**src/hdl/mts_pkg.sv**
```systemverilog
// Shared types and constants for the melody tone sequencer.
// No dependencies; imported by mts_div, the core and the testbench.
package mts_pkg;

    // Table depth default and the width used for position/length compares
    localparam int TABLE_DEPTH_DEF = 128;
    localparam int CMP_W           = 11;

    // Field widths
    localparam int RATE_W   = 24;
    localparam int FREQ_W   = 16;
    localparam int DUR_W    = 16;
    localparam int INDEX_W  = 7;
    localparam int PERIOD_W = 24;
    localparam int DUTY_W   = 23;
    localparam int POS_W    = 8;
    localparam int ENTRY_W  = FREQ_W + DUR_W;

    // Stream payload widths, padded to whole bytes
    localparam int S_DATA_W = 48;
    localparam int M_DATA_W = 56;

    // Configuration port
    localparam int APB_ADDR_W = 3;
    localparam int APB_DATA_W = 32;
    localparam logic [RATE_W-1:0] TICK_RATE_RST = 24'd1000000;
    localparam logic [POS_W-1:0]  SONG_LEN_RST  = 8'd0;

    // Register index, taken from paddr[2]
    typedef enum logic {
        REG_TICK_RATE   = 1'b0,
        REG_SONG_LENGTH = 1'b1
    } cfg_reg_t;

    // Input item kind, carried on s_tuser
    typedef enum logic {
        MODE_TICK = 1'b0,
        MODE_LOAD = 1'b1
    } item_mode_t;

    // Sequencer states
    typedef enum logic [2:0] {
        ST_IDLE,
        ST_APPLY,
        ST_FETCH,
        ST_LOAD,
        ST_DIVIDE,
        ST_COUNT,
        ST_EMIT
    } seq_state_t;

endpackage

```
**src/hdl/mts_ram.sv**
```systemverilog
// Generic single-port-write, single-port-read RAM with registered read data.
// No dependencies.
module mts_ram #(
    parameter int WIDTH = 32,
    parameter int DEPTH = 128
) (
    input  logic                                     aclk,
    input  logic                                     we,
    input  logic [((DEPTH > 1) ? $clog2(DEPTH) : 1)-1:0] waddr,
    input  logic [WIDTH-1:0]                         wdata,
    input  logic [((DEPTH > 1) ? $clog2(DEPTH) : 1)-1:0] raddr,
    output logic [WIDTH-1:0]                         rdata
);

    logic [WIDTH-1:0] mem_reg [DEPTH];
    logic [WIDTH-1:0] rdata_reg;

    // Write port and registered read port
    always_ff @(posedge aclk) begin
        if (we) begin
            mem_reg[waddr] <= wdata;
        end
        rdata_reg <= mem_reg[raddr];
    end

    assign rdata = rdata_reg;

endmodule

```
**src/hdl/mts_div.sv**
```systemverilog
// Bit-serial restoring divider: 24-bit dividend by 16-bit divisor, one
// quotient bit per cycle. Depends on mts_pkg.
module mts_div
    import mts_pkg::*;
(
    input  logic                aclk,
    input  logic                aresetn,
    input  logic                start,
    input  logic [RATE_W-1:0]   dividend,
    input  logic [FREQ_W-1:0]   divisor,
    output logic                busy,
    output logic                done,
    output logic [RATE_W-1:0]   quotient
);

    localparam int CNT_W = $clog2(RATE_W + 1);

    logic [RATE_W-1:0] quo_reg, quo_next;
    logic [FREQ_W-1:0] rem_reg, rem_next;
    logic [FREQ_W-1:0] dsr_reg, dsr_next;
    logic [CNT_W-1:0]  cnt_reg, cnt_next;
    logic              busy_reg, busy_next;
    logic              done_reg, done_next;
    logic [FREQ_W:0]   trial;
    logic [FREQ_W:0]   diff;
    logic              ge;

    // Shift in the next dividend bit and trial-subtract the divisor
    assign trial = {rem_reg, quo_reg[RATE_W-1]};
    assign ge    = (trial >= {1'b0, dsr_reg});
    assign diff  = trial - {1'b0, dsr_reg};

    always_comb begin
        quo_next  = quo_reg;
        rem_next  = rem_reg;
        dsr_next  = dsr_reg;
        cnt_next  = cnt_reg;
        busy_next = busy_reg;
        done_next = 1'b0;
        if (start) begin
            quo_next  = dividend;
            rem_next  = '0;
            dsr_next  = divisor;
            cnt_next  = CNT_W'(RATE_W);
            busy_next = 1'b1;
        end else if (busy_reg) begin
            quo_next = {quo_reg[RATE_W-2:0], ge};
            rem_next = ge ? diff[FREQ_W-1:0] : trial[FREQ_W-1:0];
            cnt_next = cnt_reg - CNT_W'(1);
            if (cnt_reg == CNT_W'(1)) begin
                busy_next = 1'b0;
                done_next = 1'b1;
            end
        end
    end

    // Control state
    always_ff @(posedge aclk) begin
        if (!aresetn) begin
            busy_reg <= 1'b0;
            done_reg <= 1'b0;
            cnt_reg  <= '0;
        end else begin
            busy_reg <= busy_next;
            done_reg <= done_next;
            cnt_reg  <= cnt_next;
        end
    end

    // Datapath
    always_ff @(posedge aclk) begin
        quo_reg <= quo_next;
        rem_reg <= rem_next;
        dsr_reg <= dsr_next;
    end

    assign busy     = busy_reg;
    assign done     = done_reg;
    assign quotient = quo_reg;

`ifndef ASSERT_OFF
    // Quotient is only reported at the end of a run
    assert property (@(posedge aclk) disable iff (!aresetn)
        done_reg |-> !busy_reg && $past(busy_reg))
        else $error("divider done without a preceding run");
    // A new run is never started on top of one in progress
    assert property (@(posedge aclk) disable iff (!aresetn)
        start |-> !busy_reg)
        else $error("divider restarted while busy");
    // Iteration count stays within the dividend width
    assert property (@(posedge aclk) disable iff (!aresetn)
        busy_reg |-> (cnt_reg != '0) && (cnt_reg <= CNT_W'(RATE_W)))
        else $error("divider count out of range");
`endif

endmodule

```
**src/hdl/melody_tone_sequencer_core.sv**
```systemverilog
// Path: a load beat passes the apply and emit states to the result register, and a tick
// without a note fetch the apply, count and emit states; a tick that fetches a note also passes
// fetch (RAM read), load and the 24-step bit-serial period divider before count and emit.
// Flow: one beat in work at a time; the next beat is taken while a result waits in the output
// register, and a full output register holds the block. Reset: aresetn synchronous, active low;
// clears control state and configuration registers, not the payload registers or the table.
module melody_tone_sequencer_core
    import mts_pkg::*;
#(
    parameter int TABLE_DEPTH = TABLE_DEPTH_DEF
) (
    input  logic                  aclk,
    input  logic                  aresetn,
    // Input stream
    input  logic                  s_tvalid,
    output logic                  s_tready,
    // [0] pause_button, [1] play_button, [8:2] entry_index,
    // [24:9] entry_frequency, [40:25] entry_duration, [47:41] zero
    input  logic [S_DATA_W-1:0]   s_tdata,
    // [0] mode
    input  logic                  s_tuser,
    // Result stream
    output logic                  m_tvalid,
    input  logic                  m_tready,
    // [23:0] tone_period, [46:24] tone_duty, [47] is_playing, [55:48] position
    output logic [M_DATA_W-1:0]   m_tdata,
    // song_finished
    output logic                  m_tlast,
    // Configuration port
    input  logic                  psel,
    input  logic                  penable,
    input  logic                  pwrite,
    input  logic [APB_ADDR_W-1:0] paddr,
    input  logic [APB_DATA_W-1:0] pwdata,
    output logic [APB_DATA_W-1:0] prdata,
    output logic                  pready
);

    localparam int ADDR_W = (TABLE_DEPTH > 1) ? $clog2(TABLE_DEPTH) : 1;
    localparam logic [CMP_W-1:0] DEPTH_C = CMP_W'(TABLE_DEPTH);

    // Configuration registers
    logic [RATE_W-1:0] tick_rate_reg;
    logic [POS_W-1:0]  song_len_reg;
    logic              cfg_wr;

    // Sequencer state
    seq_state_t          state_reg, state_next;
    logic                pause_seen_reg, pause_seen_next;
    logic                play_seen_reg, play_seen_next;
    logic                playing_reg, playing_next;
    logic [POS_W-1:0]    pos_reg, pos_next;
    logic [DUR_W-1:0]    ms_left_reg, ms_left_next;
    logic [PERIOD_W-1:0] period_reg, period_next;
    logic [DUTY_W-1:0]   duty_reg, duty_next;
    logic                fin_reg, fin_next;
    logic                fzero_reg, fzero_next;

    // Captured input beat
    item_mode_t         mode_reg;
    logic               pause_in_reg, play_in_reg;
    logic [INDEX_W-1:0] index_in_reg;
    logic [FREQ_W-1:0]  freq_in_reg;
    logic [DUR_W-1:0]   dur_in_reg;

    // Output register
    logic                m_tvalid_reg, m_tvalid_next;
    logic [M_DATA_W-1:0] m_tdata_reg, m_tdata_next;
    logic                m_tlast_reg, m_tlast_next;

    // Button step intermediates
    logic                b_playing;
    logic [POS_W-1:0]    b_pos;
    logic [DUR_W-1:0]    b_ms;
    logic [DUTY_W-1:0]   b_duty;
    logic                need_fetch;
    logic [CMP_W-1:0]    song_len_ext;
    logic [CMP_W-1:0]    len;
    logic [DUR_W-1:0]    ms_dec;
    logic [POS_W-1:0]    pos_inc;
    logic [PERIOD_W-1:0] div_period;
    logic                out_free;

    // Control outputs
    logic                ram_we;
    logic [ADDR_W-1:0]   ram_waddr;
    logic [ADDR_W-1:0]   ram_raddr;
    logic [ENTRY_W-1:0]  ram_rdata;
    logic                div_start;
    logic                div_busy;
    logic                div_done;
    logic [RATE_W-1:0]   div_quo;

    // APB: always ready, write on the access phase
    assign pready = 1'b1;
    assign cfg_wr = psel && penable && pwrite && pready;

    always_ff @(posedge aclk) begin
        if (!aresetn) begin
            tick_rate_reg <= TICK_RATE_RST;
            song_len_reg  <= SONG_LEN_RST;
        end else if (cfg_wr) begin
            unique case (cfg_reg_t'(paddr[2]))
                REG_TICK_RATE:   tick_rate_reg <= pwdata[RATE_W-1:0];
                REG_SONG_LENGTH: song_len_reg  <= pwdata[POS_W-1:0];
                default:         tick_rate_reg <= tick_rate_reg;
            endcase
        end
    end

    always_comb begin
        unique case (cfg_reg_t'(paddr[2]))
            REG_TICK_RATE:   prdata = {{(APB_DATA_W-RATE_W){1'b0}}, tick_rate_reg};
            REG_SONG_LENGTH: prdata = {{(APB_DATA_W-POS_W){1'b0}}, song_len_reg};
            default:         prdata = '0;
        endcase
    end

    // Song length clipped to the table depth
    assign song_len_ext = CMP_W'(song_len_reg);
    assign len          = (song_len_ext > DEPTH_C) ? DEPTH_C : song_len_ext;

    // Capture the input beat
    always_ff @(posedge aclk) begin
        if (s_tvalid && s_tready) begin
            mode_reg     <= item_mode_t'(s_tuser);
            pause_in_reg <= s_tdata[0];
            play_in_reg  <= s_tdata[1];
            index_in_reg <= s_tdata[8:2];
            freq_in_reg  <= s_tdata[24:9];
            dur_in_reg   <= s_tdata[40:25];
        end
    end

    // Button edges: pause acts first, then play
    always_comb begin
        b_playing = playing_reg;
        b_duty    = duty_reg;
        b_pos     = pos_reg;
        b_ms      = ms_left_reg;
        if (!pause_in_reg && pause_seen_reg && playing_reg) begin
            b_playing = 1'b0;
            b_duty    = '0;
        end
        if (!play_in_reg && play_seen_reg) begin
            b_playing = 1'b1;
            if (CMP_W'(pos_reg) >= len) begin
                b_pos = '0;
                b_ms  = '0;
            end
            if ((b_ms != '0) && (period_reg != '0)) begin
                b_duty = period_reg[PERIOD_W-1:1];
            end
        end
        need_fetch = b_playing && (b_ms == '0) && (CMP_W'(b_pos) < len);
    end

    // Period from the divider: zero frequency saturates, floor of two
    always_comb begin
        div_period = fzero_reg ? tick_rate_reg : div_quo;
        if (div_period[PERIOD_W-1:1] == '0) begin
            div_period = PERIOD_W'(2);
        end
    end

    assign ms_dec   = ms_left_reg - DUR_W'(1);
    assign pos_inc  = pos_reg + POS_W'(1);
    assign out_free = !m_tvalid_reg || m_tready;

    // Next state
    always_comb begin
        state_next = state_reg;
        unique case (state_reg)
            ST_IDLE:   if (s_tvalid) state_next = ST_APPLY;
            ST_APPLY: begin
                if (mode_reg == MODE_LOAD) state_next = ST_EMIT;
                else if (need_fetch)       state_next = ST_FETCH;
                else                       state_next = ST_COUNT;
            end
            ST_FETCH:  state_next = ST_LOAD;
            ST_LOAD:   state_next = ST_DIVIDE;
            ST_DIVIDE: if (div_done) state_next = ST_COUNT;
            ST_COUNT:  state_next = ST_EMIT;
            ST_EMIT:   if (out_free) state_next = ST_IDLE;
            default:   state_next = ST_IDLE;
        endcase
    end

    // Control outputs
    always_comb begin
        s_tready  = 1'b0;
        ram_we    = 1'b0;
        div_start = 1'b0;
        unique case (state_reg)
            ST_IDLE:  s_tready = 1'b1;
            ST_APPLY: ram_we = (mode_reg == MODE_LOAD) && (CMP_W'(index_in_reg) < DEPTH_C);
            ST_LOAD:  div_start = 1'b1;
            default:  s_tready = 1'b0;
        endcase
    end

    assign ram_waddr = ADDR_W'(index_in_reg);
    assign ram_raddr = ADDR_W'(pos_reg);

    // Sequencer datapath
    always_comb begin
        pause_seen_next = pause_seen_reg;
        play_seen_next  = play_seen_reg;
        playing_next    = playing_reg;
        pos_next        = pos_reg;
        ms_left_next    = ms_left_reg;
        period_next     = period_reg;
        duty_next       = duty_reg;
        fin_next        = fin_reg;
        fzero_next      = fzero_reg;
        m_tvalid_next   = m_tvalid_reg && !m_tready;
        m_tdata_next    = m_tdata_reg;
        m_tlast_next    = m_tlast_reg;
        unique case (state_reg)
            ST_APPLY: begin
                fin_next = 1'b0;
                if (mode_reg == MODE_TICK) begin
                    pause_seen_next = pause_in_reg;
                    play_seen_next  = play_in_reg;
                    playing_next    = b_playing;
                    pos_next        = b_pos;
                    ms_left_next    = b_ms;
                    duty_next       = b_duty;
                end
            end
            ST_LOAD: begin
                ms_left_next = ram_rdata[DUR_W-1:0];
                fzero_next   = (ram_rdata[ENTRY_W-1:DUR_W] == '0);
            end
            ST_DIVIDE: begin
                if (div_done) begin
                    period_next = div_period;
                    duty_next   = div_period[PERIOD_W-1:1];
                end
            end
            ST_COUNT: begin
                // Count the note down; step on and stop at the song end
                if (playing_reg && (ms_left_reg != '0)) begin
                    ms_left_next = ms_dec;
                    if (ms_dec == '0) begin
                        pos_next = pos_inc;
                        if (CMP_W'(pos_inc) >= len) begin
                            playing_next = 1'b0;
                            duty_next    = '0;
                            fin_next     = 1'b1;
                        end
                    end
                end
            end
            ST_EMIT: begin
                if (out_free) begin
                    m_tvalid_next = 1'b1;
                    m_tdata_next  = {pos_reg, playing_reg, duty_reg, period_reg};
                    m_tlast_next  = fin_reg;
                end
            end
            default: fin_next = fin_reg;
        endcase
    end

    // Control registers
    always_ff @(posedge aclk) begin
        if (!aresetn) begin
            state_reg      <= ST_IDLE;
            pause_seen_reg <= 1'b0;
            play_seen_reg  <= 1'b0;
            playing_reg    <= 1'b0;
            pos_reg        <= '0;
            ms_left_reg    <= '0;
            period_reg     <= '0;
            duty_reg       <= '0;
            fin_reg        <= 1'b0;
            m_tvalid_reg   <= 1'b0;
        end else begin
            state_reg      <= state_next;
            pause_seen_reg <= pause_seen_next;
            play_seen_reg  <= play_seen_next;
            playing_reg    <= playing_next;
            pos_reg        <= pos_next;
            ms_left_reg    <= ms_left_next;
            period_reg     <= period_next;
            duty_reg       <= duty_next;
            fin_reg        <= fin_next;
            m_tvalid_reg   <= m_tvalid_next;
        end
    end

    // Payload registers
    always_ff @(posedge aclk) begin
        fzero_reg   <= fzero_next;
        m_tdata_reg <= m_tdata_next;
        m_tlast_reg <= m_tlast_next;
    end

    assign m_tvalid = m_tvalid_reg;
    assign m_tdata  = m_tdata_reg;
    assign m_tlast  = m_tlast_reg;

    // Note table: frequency in the upper half, duration in the lower
    mts_ram #(
        .WIDTH (ENTRY_W),
        .DEPTH (TABLE_DEPTH)
    ) u_table (
        .aclk  (aclk),
        .we    (ram_we),
        .waddr (ram_waddr),
        .wdata ({freq_in_reg, dur_in_reg}),
        .raddr (ram_raddr),
        .rdata (ram_rdata)
    );

    // Period divider
    mts_div u_div (
        .aclk     (aclk),
        .aresetn  (aresetn),
        .start    (div_start),
        .dividend (tick_rate_reg),
        .divisor  (ram_rdata[ENTRY_W-1:DUR_W]),
        .busy     (div_busy),
        .done     (div_done),
        .quotient (div_quo)
    );

`ifndef ASSERT_OFF
    // A stopped song is always muted
    assert property (@(posedge aclk) disable iff (!aresetn)
        !playing_reg |-> (duty_reg == '0))
        else $error("duty non-zero while not playing");
    // The song-end beat never reports playing
    assert property (@(posedge aclk) disable iff (!aresetn)
        (m_tvalid_reg && m_tlast_reg) |-> !m_tdata_reg[PERIOD_W+DUTY_W])
        else $error("finished beat reports playing");
    // Once a note is loaded the period is at least two
    assert property (@(posedge aclk) disable iff (!aresetn)
        (period_reg != '0) |-> (period_reg >= PERIOD_W'(2)))
        else $error("period below two");
    // The divider is only waited on while it runs
    assert property (@(posedge aclk) disable iff (!aresetn)
        (state_reg == ST_DIVIDE) |-> (div_busy || div_done))
        else $error("waiting on an idle divider");
`endif

endmodule

```
**config.mk**
```make
export PLATFORM = sky130hd
export DESIGN_NAME = melody_tone_sequencer_core
export DESIGN_NICKNAME = d
export VERILOG_FILES = /design/src/hdl/mts_pkg.sv /design/src/hdl/mts_ram.sv /design/src/hdl/mts_div.sv /design/src/hdl/melody_tone_sequencer_core.sv
export SDC_FILE = /design/constraint.sdc
export NUM_CORES = 2
export LEC_CHECK = 0
export ABC_AREA = 1
export BUFFER_PORTS_ARGS = -buffer_cell sky130_fd_sc_hd__buf_4
export CORE_ASPECT_RATIO = 1.75
export CORE_MARGIN = 5
export CORE_UTILIZATION = 23
export DETAILED_ROUTE_END_ITERATION = 8
export SLEW_MARGIN = 5
export SYNTH_ARGS = -nofsm -noshare
export SYNTH_HDL_FRONTEND = slang
export SYNTH_SLANG_ARGS = --single-unit
```
**constraint.sdc**
```tcl
create_clock -name aclk -period 6.8 [get_ports aclk]
set_input_delay 0.68 -clock aclk [delete_from_list [all_inputs] [get_ports aclk]]
set_output_delay 0.68 -clock aclk [all_outputs]
set_load 0.01 [all_outputs]
```
==> results by group <==
Logic synthesis
  • Async S/R FF share, synth: 0%
  • Synthesis warning total: 0
  • Cell taking the most area after synthesis: edfxtp_1
  • Yosys cell types: 49
  • Synthesized instance count: 13200
  • Seq/Total Area, Yosys: 75.6%
  • Top_reg_cell synth: edfxtp_1
  • Post-synth EDFFs: 4236
  • Dominant cells by area after synthesis: edfxtp_1 (74%), o21ai_0 (6.0%), nor2_1 (5.0%), o22ai_1 (3.6%), nand2_1 (2.1%)
  • Synthesized area per cell: 13.1 sq um
  • Yosys reg bits: 4402
  • Share of Yosys cell area claimed by the top area cell type: 73.7%
  • Synth Cell Area: 0.173 sq mm

Timing
  • Min cycle time layout: 5210 ps
  • Setup TNS: 0 ps
  • Worst Tran Pin Value: 1360 ps
  • Hold Slack: 50.1 ps
  • Final period util: 76.6%
  • Highest clock rate: 0.192 GHz
  • Worst-case clock skew: 142 ps
  • RSZ-0062 raised after global routing: false
  • Final Hold Violating Endpoints: 0
  • Rel. slew slack: 9.40%
  • Final setup violation count: 0
  • Slew Limit Fails: 0

CTS
  • Post-CTS sizing: 0
  • Root Driver: clkbuf_16
  • H-tree depth: 5
  • CTS tree: done
  • Clock Tree Buf Depth: 4
  • Num CTS Buffers: 359
  • CTS clock-pin slew for the worst setup and hold paths: 70 ps
  • Worst skew pair latency: 1010 ps
  • Clock Sinks: 4402

Place
  • Number of port buffers: 156
  • Placer congestion estimate: 0.881
  • Hpwl dp: 318000 microns

Floorplanning
  • # rows: 421
  • Num ports: 183
  • Die Wd: 665 microns
  • Full die area: 0.769 sq mm
  • Core ar.: 0.750 sq mm
  • Die span in y: 1160 microns
  • Starting Density: 23.0%

Setup path
  • Worst Setup SP: state_reg[2]
  • Worst Setup EP: u_table.mem_reg[23][0]
  • WP data arrival: 5810 ps
  • CP Data Required Time: 7400 ps
  • Worst R2R Path Depth: 11
  • Critical path fanouts, max: 18
  • Reg-to-reg critical path startpoint: state_reg[2]
  • CP Class: flip-flop to flip-flop
  • Worst R2R Setup Slack: 1590 ps
  • CP startpoint kind: flip-flop
  • R2r endpoint: u_table.mem_reg[23][0]
  • Crit path capture type: flip-flop

Routing
  • Post-Route M1 WL: 196000 microns
  • Met2 WL post-DR: 279000 microns
  • Routed vias: 114000
  • Residual DRC: 0
  • Initial drt markers: 13000
  • WL met3: 43000 microns
  • Final ANT Viol Nets: 0
  • Routed wire length: 566000 microns
  • DR vias/cell: 4.85
  • Iteration count of the initial detailed-routing pass: 6
  • Highest Signal Layer: met5
  • WL/cell: 24.1 microns

Cells and area
  • Max reg flops: 4096
  • Layout Nets: 13400
  • Share of layout cells above drive strength 1: 9.42%
  • Commonest cells after routing, fill and taps aside: edfxtp_1 (4236), nor2_1 (2160), o21ai_0 (2074)
  • Area grow syn2layout: 15.6%
  • Most common cell after layout, fill and taps aside: edfxtp_1

GRT
  • Vias in the first global route: 109000
  • Grt total ovfl: 0
  • First-pass GRT wire length: 794000 microns
  • Largest net degree at the start of global routing: 164
  • GRT Resource Usage Total: 13.9%
  • Initial antenna violation count: 37

Hold path
  • Hold_sp: m_tready
  • WHS Path Cells: 4
  • Hold WC Path Type: input port to flip-flop

Power
  • Power density cells: 344 mW/mm^2
  • Peak VDD IR: 0.235 mV
  • Pleak: 63.3 nW

Flow run
  • Number of max-cap violations: 0

Run status
  • Status: complete, no violations
[stage by stage]
step                      cells  instance area, sq um  setup slack (ps)  util (%)  total power [W]
after detailed placement  22700                187000              1830      25.0           0.0476
after global routing      23500                200000              1580      26.6           0.0710
after CTS                 23400                200000              1750      26.6           0.0688
after global placement    22700                187000              1930      25.0           0.0475
after floorplan           13200                173000              58.1         -           0.0411
final                     23500                200000              1590      26.6           0.0686
[worst max-delay path, cell delays in order, from the launching register on]
cell and delay (ps):
dfxtp_1 380, inv_2 130, nand2_1 160, nor2_1 170, inv_1 130, nor2_2 440, inv_1 290, nor2_1 380
nand3_2 940, buf_4 600, nor2_4 730, buf_4 450
[routing by layer]
| metal | up-vias | GRT usage, % |
|---|---|---|
| li1 | 49300 | - |
| met1 | 57500 | 15.4 |
| met2 | 5691 | 24.4 |
| met3 | 1386 | 1.89 |
| met4 | 22 | 10.1 |
| met5 | - | 0 |
[worst min path at each step]
stage                  end
3_3_place_gp   m_tdata[33]
2_1_floorplan  m_tdata[24]
6_report          m_tvalid
4_1_cts           m_tvalid
5_1_grt           m_tvalid
3_5_place_dp   m_tdata[38]
[synthesized netlist by cell type, types with 124 or more instances]
master / instances
nand2_1: 984
o221ai_1: 332
a21oi_1: 420
nor2_1: 2289
o21ai_1: 124
buf_2: 277
o21ai_0: 2074
edfxtp_1: 4236
clkbuf_1: 607
inv_1: 200
dfxtp_1: 166
nand3_1: 154
o22ai_1: 994
[layout make-up]
cell class | count | area, sq um
inverters | 208 | 817
flip-flops and latches | 4402 | 131000
clock inverters | 226 | 2490
clock buffers | 429 | 9340
repair buffers | 620 | 5540
fillers | 76000 | 550000
diodes | 27 | 67.6
well taps | 9940 | 12400
multi-input cells | 7624 | 38500
[report_power, final]
group          internal, W  switching, W  total, W
registers           0.0315      0.000448    0.0319
clock network       0.0113        0.0101    0.0214
logic              0.00382        0.0115    0.0153
total               0.0466        0.0220    0.0686
[kinds of logic after synthesis]
family	after synthesis	synth area share, %
buf+inv	1163	2.80
xor+xnor	28	0.142
flops	4402	75.6
other cells	2	0.00435
compound gates	4022	13.2
simple gates	3519	7.91
fa+ha+maj	46	0.338
[what timing repair did]
| action | in CTS | in global routing |
|---|---|---|
| hold buffers | 66 | 0 |
| buffers inserted | 0 | 0 |
| endpoints found under the hold margin | 73 | 0 |
No activity file was read; power rests on OpenSTA's default activity.
